$ cat config.mk
export PLATFORM = sky130hd
export DESIGN_NAME = indexed_list_insert_remove_flat
export DESIGN_NICKNAME = d
export VERILOG_FILES = /design/src/hw/rtl/ilir_pkg.sv /design/src/hw/rtl/ilir_if.sv /design/src/hw/rtl/ilir_cell.sv /design/src/hw/rtl/indexed_list_insert_remove.sv /design/src/flat_wrapper.sv
export SDC_FILE = /design/constraint.sdc
export NUM_CORES = 1
export LEC_CHECK = 0
export BUFFER_PORTS_ARGS = -buffer_cell sky130_fd_sc_hd__buf_4
export CAP_MARGIN = 20
export CORE_MARGIN = 2
export CORE_UTILIZATION = 38
export CTS_BUF_LIST = sky130_fd_sc_hd__clkbuf_4 sky130_fd_sc_hd__clkbuf_8 sky130_fd_sc_hd__clkbuf_16
export CTS_CLUSTER_DIAMETER = 150
export DETAILED_ROUTE_END_ITERATION = 8
export SYNTH_ARGS = -nofsm -noshare
export SYNTH_HDL_FRONTEND = slang
export SYNTH_SLANG_ARGS = --single-unit
$ cat constraint.sdc
create_clock -name clk -period 7.2 [get_ports clk]
set_input_delay 0.72 -clock clk [delete_from_list [all_inputs] [get_ports clk]]
set_output_delay 0.72 -clock clk [all_outputs]
set_load 0.01 [all_outputs]
$ cat src/hw/rtl/ilir_pkg.sv
`timescale 1ns / 1ps
// Package for the indexed list insert/remove block.
// Holds sizes, command and status codes, and the cell control type; no dependencies.
package ilir_pkg;

  // List capacity and derived widths
  localparam int DEPTH   = 16;
  localparam int ADDR_W  = (DEPTH > 1) ? $clog2(DEPTH) : 1;
  localparam int COUNT_W = $clog2(DEPTH + 1);
  localparam int IDX_W   = 8;
  localparam int CMP_W   = (COUNT_W > IDX_W) ? COUNT_W : IDX_W;
  localparam int WORD_W  = 32;

  typedef logic [COUNT_W-1:0]   count_t;
  typedef logic [CMP_W-1:0]     cmp_t;
  typedef logic [ADDR_W-1:0]    addr_t;
  typedef logic [IDX_W-1:0]     idx_t;
  typedef logic signed [WORD_W-1:0] word_t;
  typedef logic [4:0]           count_field_t;

  // Command codes carried on the cmd field
  typedef enum logic [1:0] {
    CMD_INSERT = 2'd0,
    CMD_REMOVE = 2'd1,
    CMD_READ   = 2'd2
  } cmd_t;

  // Result status codes
  typedef enum logic [1:0] {
    ST_DONE  = 2'd0,
    ST_FULL  = 2'd1,
    ST_RANGE = 2'd2
  } status_t;

  // Per-cell action for one transaction
  typedef enum logic [1:0] {
    CELL_HOLD       = 2'd0,
    CELL_LOAD       = 2'd1,
    CELL_FROM_LOWER = 2'd2,
    CELL_FROM_UPPER = 2'd3
  } cell_mode_t;

endpackage

$ cat src/hw/rtl/ilir_if.sv
`timescale 1ns / 1ps
// Valid/ready channel interfaces for the indexed list block.
// Depends on ilir_pkg for field types.
interface ilir_in_if;
  logic               valid;
  logic               ready;
  logic [1:0]         cmd;
  ilir_pkg::idx_t     index;
  ilir_pkg::word_t    value;

  modport source (output valid, output cmd, output index, output value, input ready);
  modport sink   (input valid, input cmd, input index, input value, output ready);
endinterface

interface ilir_out_if;
  logic                     valid;
  logic                     ready;
  logic [1:0]               status;
  ilir_pkg::count_field_t   count_after;
  ilir_pkg::word_t          read_word;

  modport source (output valid, output status, output count_after, output read_word,
                  input ready);
  modport sink   (input valid, input status, input count_after, input read_word,
                  output ready);
endinterface

$ cat src/hw/rtl/ilir_cell.sv
`timescale 1ns / 1ps
// One storage cell of the list: holds a word and takes a new one from the
// command value or a neighbor. Depends on ilir_pkg.
module ilir_cell (
  input  logic                  clk,
  input  ilir_pkg::cell_mode_t  mode,
  input  ilir_pkg::word_t       value,
  input  ilir_pkg::word_t       lower,
  input  ilir_pkg::word_t       upper,
  output ilir_pkg::word_t       word
);

  ilir_pkg::word_t word_next;

  // Pick the source for this cycle
  always_comb begin
    case (mode)
      ilir_pkg::CELL_HOLD:       word_next = word;
      ilir_pkg::CELL_LOAD:       word_next = value;
      ilir_pkg::CELL_FROM_LOWER: word_next = lower;
      ilir_pkg::CELL_FROM_UPPER: word_next = upper;
      default:                   word_next = word;
    endcase
  end

  // Store the word; payload needs no reset
  always_ff @(posedge clk) begin
    word <= word_next;
  end

endmodule

$ cat src/hw/rtl/indexed_list_insert_remove.sv
`timescale 1ns / 1ps
// Top level of the indexed list: a row of shifting cells plus count and result register.
// Depends on ilir_pkg, ilir_if and ilir_cell.

// Ordered list of up to DEPTH (16) signed 32-bit words held in a row of register
// cells. Each input transaction is an insert, remove or read at an index; every
// transaction gives exactly one result with a status, the count after it and, for a
// read, the word. A command finishes in the cycle it is accepted: all cells shift in
// parallel toward or away from the position; one transaction per clock if unstalled.
// The result sits in an output register, and a new transaction is accepted whenever
// that register is empty or being drained in the same cycle. Insert past the count
// appends; insert into a full list returns status 1; remove or read at or beyond the
// count returns status 2. No clearing pass is needed after reset.
module indexed_list_insert_remove (
  input  logic             clk,
  input  logic             rst,
  ilir_in_if.sink          in_ch,
  ilir_out_if.source       out_ch
);

  localparam int DEPTH = ilir_pkg::DEPTH;

  ilir_pkg::count_t      count;
  ilir_pkg::count_t      count_next;
  logic                  in_fire;
  logic                  ins_ok;
  logic                  rem_ok;
  logic                  rd_ok;
  ilir_pkg::cmp_t        idx_ext;
  ilir_pkg::cmp_t        cnt_ext;
  ilir_pkg::cmp_t        pos;
  ilir_pkg::word_t       cell_word [DEPTH];
  ilir_pkg::cell_mode_t  cell_mode [DEPTH];
  ilir_pkg::status_t     status_next;
  ilir_pkg::word_t       read_next;

  logic                  out_valid;
  ilir_pkg::status_t     status;
  ilir_pkg::count_field_t count_after;
  ilir_pkg::word_t       read_word;

  // Accept while the result register is free or draining
  assign in_ch.ready = !out_valid || out_ch.ready;
  assign in_fire     = in_ch.valid && in_ch.ready;

  // Decode the command against the current count
  assign idx_ext = ilir_pkg::cmp_t'(in_ch.index);
  assign cnt_ext = ilir_pkg::cmp_t'(count);
  assign ins_ok  = (in_ch.cmd == ilir_pkg::CMD_INSERT) &&
                   (cnt_ext < ilir_pkg::cmp_t'(DEPTH));
  assign rem_ok  = (in_ch.cmd == ilir_pkg::CMD_REMOVE) && (idx_ext < cnt_ext);
  assign rd_ok   = (in_ch.cmd == ilir_pkg::CMD_READ) && (idx_ext < cnt_ext);
  assign pos     = (idx_ext > cnt_ext) ? cnt_ext : idx_ext;

  // Per-cell action and the row of cells
  for (genvar i = 0; i < DEPTH; i++) begin : g_cell
    always_comb begin
      cell_mode[i] = ilir_pkg::CELL_HOLD;
      if (in_fire && ins_ok) begin
        if (ilir_pkg::cmp_t'(i) == pos) begin
          cell_mode[i] = ilir_pkg::CELL_LOAD;
        end else if (ilir_pkg::cmp_t'(i) > pos) begin
          cell_mode[i] = ilir_pkg::CELL_FROM_LOWER;
        end
      end else if (in_fire && rem_ok) begin
        if (ilir_pkg::cmp_t'(i) >= idx_ext) begin
          cell_mode[i] = ilir_pkg::CELL_FROM_UPPER;
        end
      end
    end

    ilir_cell u_cell (
      .clk   (clk),
      .mode  (cell_mode[i]),
      .value (in_ch.value),
      .lower (cell_word[(i > 0) ? i - 1 : 0]),
      .upper (cell_word[(i < DEPTH - 1) ? i + 1 : DEPTH - 1]),
      .word  (cell_word[i])
    );
  end

  // Status, read word and next count
  always_comb begin
    status_next = ilir_pkg::ST_RANGE;
    read_next   = '0;
    count_next  = count;
    case (in_ch.cmd)
      ilir_pkg::CMD_INSERT: begin
        if (ins_ok) begin
          status_next = ilir_pkg::ST_DONE;
          count_next  = count + ilir_pkg::count_t'(1);
        end else begin
          status_next = ilir_pkg::ST_FULL;
        end
      end
      ilir_pkg::CMD_REMOVE: begin
        if (rem_ok) begin
          status_next = ilir_pkg::ST_DONE;
          count_next  = count - ilir_pkg::count_t'(1);
        end
      end
      ilir_pkg::CMD_READ: begin
        if (rd_ok) begin
          status_next = ilir_pkg::ST_DONE;
          read_next   = cell_word[in_ch.index[ilir_pkg::ADDR_W-1:0]];
        end
      end
      default: begin
        status_next = ilir_pkg::ST_RANGE;
      end
    endcase
  end

  // Advance the count on each transaction
  always_ff @(posedge clk) begin
    if (rst) begin
      count <= '0;
    end else if (in_fire) begin
      count <= count_next;
    end
  end

  // Hold the result until taken
  always_ff @(posedge clk) begin
    if (rst) begin
      out_valid <= 1'b0;
    end else if (in_fire) begin
      out_valid <= 1'b1;
    end else if (out_ch.ready) begin
      out_valid <= 1'b0;
    end
  end

  always_ff @(posedge clk) begin
    if (in_fire) begin
      status      <= status_next;
      count_after <= ilir_pkg::count_field_t'(count_next);
      read_word   <= read_next;
    end
  end

  assign out_ch.valid       = out_valid;
  assign out_ch.status      = status;
  assign out_ch.count_after = count_after;
  assign out_ch.read_word   = read_word;

endmodule

$ cat src/flat_wrapper.sv
// flat-port wrapper written by rule: the top's interface ports become plain ports
module indexed_list_insert_remove_flat 
  (clk, rst, in_ch_valid, in_ch_cmd, in_ch_index, in_ch_value, in_ch_ready, out_ch_valid, out_ch_status, out_ch_count_after, out_ch_read_word, out_ch_ready);
  ilir_in_if in_ch_i ();
  ilir_out_if out_ch_i ();
  input  logic clk;
  input  logic rst;
  input wire logic [$bits(in_ch_i.valid)-1:0] in_ch_valid;
  input wire logic [$bits(in_ch_i.cmd)-1:0] in_ch_cmd;
  input wire logic [$bits(in_ch_i.index)-1:0] in_ch_index;
  input wire logic [$bits(in_ch_i.value)-1:0] in_ch_value;
  output wire logic [$bits(in_ch_i.ready)-1:0] in_ch_ready;
  output wire logic [$bits(out_ch_i.valid)-1:0] out_ch_valid;
  output wire logic [$bits(out_ch_i.status)-1:0] out_ch_status;
  output wire logic [$bits(out_ch_i.count_after)-1:0] out_ch_count_after;
  output wire logic [$bits(out_ch_i.read_word)-1:0] out_ch_read_word;
  input wire logic [$bits(out_ch_i.ready)-1:0] out_ch_ready;
  assign in_ch_i.valid = in_ch_valid;
  assign in_ch_i.cmd = in_ch_cmd;
  assign in_ch_i.index = in_ch_index;
  assign in_ch_i.value = in_ch_value;
  assign in_ch_ready = in_ch_i.ready;
  assign out_ch_valid = out_ch_i.valid;
  assign out_ch_status = out_ch_i.status;
  assign out_ch_count_after = out_ch_i.count_after;
  assign out_ch_read_word = out_ch_i.read_word;
  assign out_ch_i.ready = out_ch_ready;
  indexed_list_insert_remove u_core (.clk(clk), .rst(rst), .in_ch(in_ch_i), .out_ch(out_ch_i));
endmodule
==> results.yml, run 1 <==
status:
  status: "finished clean"
sta:
  worstMarginPinSlew_ps: 1230
  min_period_over_period: 0.701
  finalMaxSlewViolations: 0
  clock.fmax_mhz: 198
  hold_viol: 0
  fin_crit_ps: 5050
  fin_setup_tns_ps: 0
  fin_skew_ps: 26.1
  slew_headroom: 0.181
  setup_violations: 0
  rsz0062_at_grt: "false"
  whs_ps: 294
routing:
  drt_iter0_drc: 3842
  vias: 24052
  ant_nets: 0
  avgRoutedWirePerCell_um: 34.6
  viasPerCell: 7.09
  drc: 0
  wl_um: 117000
  firstDrtPassIters: 8
synth:
  synth_seq_cells: 557
  synth_edf_count: 551
  yosysWarnings: 0
  synthCells: 2333
  syn-num-nets: 2387
  ys_async_sr_fraction: 0
  yosysUniqueCellTypes: 68
  ys_seq_area_frac: 0.533
  syn_area_mm2: 0.0313
  synth_top_flop_cell: "edfxtp_1"
  syn_area_per_cell_um2: 13.4
worst_setup_path:
  r2r-end: "u_core.g_cell[10].u_cell.word[1]"
  crit_required_ps: 7480
  crit_path_max_fanout: 38
  criticalPathCategory: "reg -> reg"
  rr_worst_depth: 9
  critPathArrivalTime_ps: 5330
  crit_path_end_kind: "flip-flop"
  r2r_slack_ps: 2150
  r2r-start: "u_core.count[3]"
  critPathLaunchType: "flip-flop"
die:
  core_mm2: 0.0817
  initial_core_util: 0.382
  die_w_um: 291
  ios: 87
  row_count: 105
  die-height_um: 291
  die-area_mm2: 0.0846
place:
  hpwl_um: 71200
  gp_congestion: 0.904
  portBuffers: 86
global_route:
  overflow: 0
  grt_max_degree: 62
  antenna_found_initial: 6
  grt_pass1_vias: 23698
  grt_pass1_wl_um: 169000
  track_usage: 0.269
layout:
  drive_gt1_frac: 0.266
  fill_cells: 7438
  multi_input_area_mm2: 0.0137
  finalNetCount: 2323
  syn_to_final_growth_pct: 12.3
  regArea_mm2: 0.0167
  final_common_cell: "edfxtp_1"
  final_cell_mix: "edfxtp_1 (551), a221o_1 (187), mux4_2 (160)"
worst_hold_path:
  min_to: "u_core.count[2]"
  min_path_type: "in -> reg"
  hold_path_startpoint: "rst"
  hold_depth: 2
power:
  ir_worst_vdd_uv: 196
  powerDensity_mw_per_mm2: 226
  p_leak_nw: 12.7
clock_network:
  clk_latency_ps: 660
  cts_tree: "done"
  numCtsBuffers: 61
  cts_root_buf: "clkbuf_16"
  clk_pin_slew_worst_paths_ps: 60
  ctsHoldBuffers: 0
  cts_resized: 0
  cts.htree.levels: 2
  clock_path_buffers: 3
  postCtsSetupBuffers: 0
  clkSinkCount: 557
job:
  max_cap_violations: 0
[power breakdown]
group | internal [mW] | switching, mW
combinational | 0.389 | 0.541
clock | 1.82 | 1.38
sequential | 3.73 | 0.0846
total | 5.93 | 2.01
[cell type report]
class / count / area share
diodes: 1 / 0.0000713
clock inverters: 36 / 0.00913
inverters: 37 / 0.00396
clock buffers: 78 / 0.0476
flip-flops and latches: 557 / 0.475
well taps: 1070 / 0.0382
multi-input cells: 1452 / 0.389
repair buffers: 160 / 0.0370
[cell families after synthesis]
| logic type | after synthesis | synth area share |
|---|---|---|
| AO/OA/AOI/OAI | 721 | 0.196 |
| flip-flops | 557 | 0.533 |
| adder cells (fa/ha/maj) | 8 | 0.00320 |
| multiplexers | 228 | 0.140 |
| buffers and inverters | 324 | 0.0420 |
| XOR/XNOR | 5 | 0.00140 |
| AND/OR/NAND/NOR | 490 | 0.0838 |
[flip-flops by register name, indices dropped and copies added, names as in the netlist]
| name | cells |
|---|---|
| u_core.out_ch.valid | 1 |
| u_core.out_ch.read_word | 32 |
| u_core.out_ch.count_after | 5 |
| u_core.out_ch.status | 2 |
| u_core.g_cell.u_cell.word | 512 |
| u_core.count | 5 |
[synthesized netlist by cell type, drive strengths merged, types with 32 or more instances]
cell    instances  share of area
edfxtp        551           0.53
clkbuf        209          0.025
a221o         188          0.060
mux4          160           0.12
and3          152          0.030
a21o          135          0.033
a22o          128          0.036
nand2         119          0.015
buf            78          0.012
nor3           71          0.012
mux2           65          0.024
o21ai          46         0.0074
nor2           45         0.0056
inv            37         0.0044
or2            37         0.0074
o21a           36         0.0086
a22oi          33         0.0079
o22a           33         0.0092
a32oi          32         0.0090
o221a          32          0.012
[metal layers]
layer / track usage / vias to the layer above / wire, µm
li1: - / 9523 / -
met1: 0.359 / 12431 / 45100
met2: 0.429 / 1812 / 54500
met3: 0.0536 / 278 / 12700
met4: 0.112 / 8 / 4940
met5: 0 / - / 53
[per-stage QoR]
stage	setup WS (ps)	power [mW]	instance area (µm²)	util	instances
2_1_floorplan	1940	4.44	31300	-	2333
4_1_cts	2200	7.93	35000	0.428	3384
3_3_place_gp	1670	4.75	33000	0.403	3269
5_1_grt	2040	8.12	35100	0.429	3390
6_report	2150	7.94	35100	0.429	3391
3_5_place_dp	1570	4.78	33000	0.404	3270
[how the worst max path moves through the flow]
| stage | slack [ps] | endpoint | start |
|---|---|---|---|
| 6_report | 2150 | u_core.g_cell[10].u_cell.word[1] | u_core.count[3] |
| 5_1_grt | 2040 | u_core.g_cell[10].u_cell.word[1] | u_core.count[3] |
| 4_1_cts | 2200 | u_core.g_cell[10].u_cell.word[1] | u_core.count[3] |
| 3_5_place_dp | 1570 | u_core.g_cell[10].u_cell.word[12] | in_ch_index[3] |
| 3_3_place_gp | 1670 | u_core.g_cell[10].u_cell.word[12] | in_ch_index[3] |
| 2_1_floorplan | 1940 | u_core.g_cell[8].u_cell.word[0] | in_ch_index[0] |
[worst max-delay path, cell delays in order (launching register included)]
cell and delay [ps]:
dfxtp_1 620, inv_1 210, ha_1 390, a21o_1 170
nor2_1 90, a211o_2 460, a211oi_1 610, or2_2 870
or2_2 640, buf_4 520
Power figures use the tool's default switching activity.
==> inputs of run 2 (changes only) <==
clock period = 4.3 ns   (was 7.2 ns; I/O delays follow)
==> results.yml, run 2 (synthesized netlist as in run 1, its figures left out) <==
die:
  die-height_um: 291
  initial_core_util: 0.382
  die_w_um: 291
  row_count: 105
  core_mm2: 0.0817
  ios: 87
  die-area_mm2: 0.0846
routing:
  ant_nets: 0
  vias: 24462
  wl_um: 122000
  viasPerCell: 7.10
  drt_iter0_drc: 3544
  firstDrtPassIters: 6
  drc: 0
  avgRoutedWirePerCell_um: 35.4
place:
  hpwl_um: 73700
  place_area_mm2: 0.0336
  gp_congestion: 0.888
  portBuffers: 86
  post-place-ws_ps: 344
  place_inst: 3326
layout:
  syn_to_final_growth_pct: 14.2
  utilization: 0.437
  largest_reg_flops: 512
  multi_input_area_mm2: 0.0137
  reg.largest.list: "u_core.g_cell.u_cell.word x512, u_core.out_ch.read_word x32"
  final_common_cell: "edfxtp_1"
  instances_no_fill: 3446
  finalNetCount: 2379
  design_area_mm2: 0.0357
  drive_gt1_frac: 0.281
  regArea_mm2: 0.0167
  fill_cells: 7385
  final_cell_mix: "edfxtp_1 (551), buf_4 (190), a221o_1 (187)"
  regMostFlops: "u_core.g_cell.u_cell.word"
global_route:
  grt_max_degree: 106
  track_usage: 0.283
  grt_pass1_vias: 24662
  antenna_found_initial: 6
  overflow: 0
  grt_pass1_wl_um: 176000
power:
  fin_total_pwr_mw: 13.5
  p_sw_frac: 0.254
  p_int_mw: 10.1
  p_seq_frac: 0.471
  clkPwrFrac: 0.408
  p_leak_nw: 13.0
  powerDensity_mw_per_mm2: 379
  ir_worst_vdd_uv: 319
  power_switching_mw: 3.43
  p_comb_frac: 0.120
worst_setup_path:
  path_cells: "inv_1 > ha_1 > o211ai_1 > a211oi_2 > buf_4 > nor2_1 > buf_4 > mux2i_4 > a21oi_4 > buf_4 > a221o_1"
  cpPeakStageDelay_ps: 770
  critPathLaunchType: "flip-flop"
  crit_path_max_fanout: 32
  cp_common_cell: "buf_4"
  criticalPathCategory: "reg -> reg"
  crit_required_ps: 4660
  critPathArrivalTime_ps: 4470
  crit_slowest_cell: "mux2i_4"
  crit_path_end_kind: "flip-flop"
sta:
  whs_ps: 75.5
  rsz0062_at_grt: "false"
  hold_viol: 0
  slew_headroom: 0.311
  clock.fmax_mhz: 243
  fin_skew_ps: 27.4
  finalMaxSlewViolations: 0
  worstMarginPinSlew_ps: 1030
  fin_crit_ps: 4110
  fin_setup_tns_ps: 0
  setup_ws_ps: 189
  min_period_over_period: 0.956
  setup_violations: 0
clock_network:
  numCtsBuffers: 67
  cts_root_buf: "clkbuf_16"
  cts_tree: "done"
  ctsHoldBuffers: 0
  clkSinkCount: 557
  clock_path_buffers: 3
  cts.htree.levels: 3
  postCtsSetupBuffers: 0
  clk_latency_ps: 620
  cts_resized: 0
  clk_pin_slew_worst_paths_ps: 60
worst_hold_path:
  min_path_type: "in -> reg"
status:
  status: "finished clean"
job:
  max_cap_violations: 0
run 2: critical path, delay by kind of cell, from the launching register on:
| kind | cells | cell delay [ps] |
|---|---|---|
| buffers and inverters | 4 | 990 |
| AO/OA/AOI/OAI | 4 | 1060 |
| flip-flops | 1 | 590 |
| adder cells (fa/ha/maj) | 1 | 370 |
| multiplexers | 1 | 770 |
| AND/OR/NAND/NOR | 1 | 70 |
run 2: layout make-up:
class,instances,share of cell area
Tap cell,1070,0.0375
Inverter,37,0.00389
Timing Repair Buffer,210,0.0507
Clock buffer,82,0.0516
Antenna cell,3,0.000210
Sequential cell,557,0.467
Clock inverter,35,0.00676
Multi-Input combinational cell,1452,0.383
run 2: power groups by stage:
stage,Combinational (mW),Sequential (mW),Clock [mW]
floorplan,1.00,6.44,0
global placement,1.56,6.47,0
detailed placement,1.59,6.48,0
CTS,1.60,6.37,5.59
global route,1.69,6.39,5.78
finish,1.63,6.38,5.52
run 2: metal layers:
layer / global-route usage / wire (µm) / vias up
met2: 0.436 / 55700 / 1908
met1: 0.374 / 46900 / 12574
met3: 0.0634 / 12800 / 342
met4: 0.146 / 6420 / 8
li1: - / - / 9630
met5: 0 / 57 / -
run 2: worst paths after layout:
kind	to	cells past startpoint	slack, ps	startpoint
hold reg to reg	u_core.g_cell[1].u_cell.word[6]	2	600	u_core.g_cell[0].u_cell.word[6]
setup reg to reg	u_core.g_cell[7].u_cell.word[9]	11	190	u_core.count[2]
hold / removal	u_core.count[3]	2	80	rst
setup / recovery	u_core.g_cell[7].u_cell.word[9]	11	190	u_core.count[2]
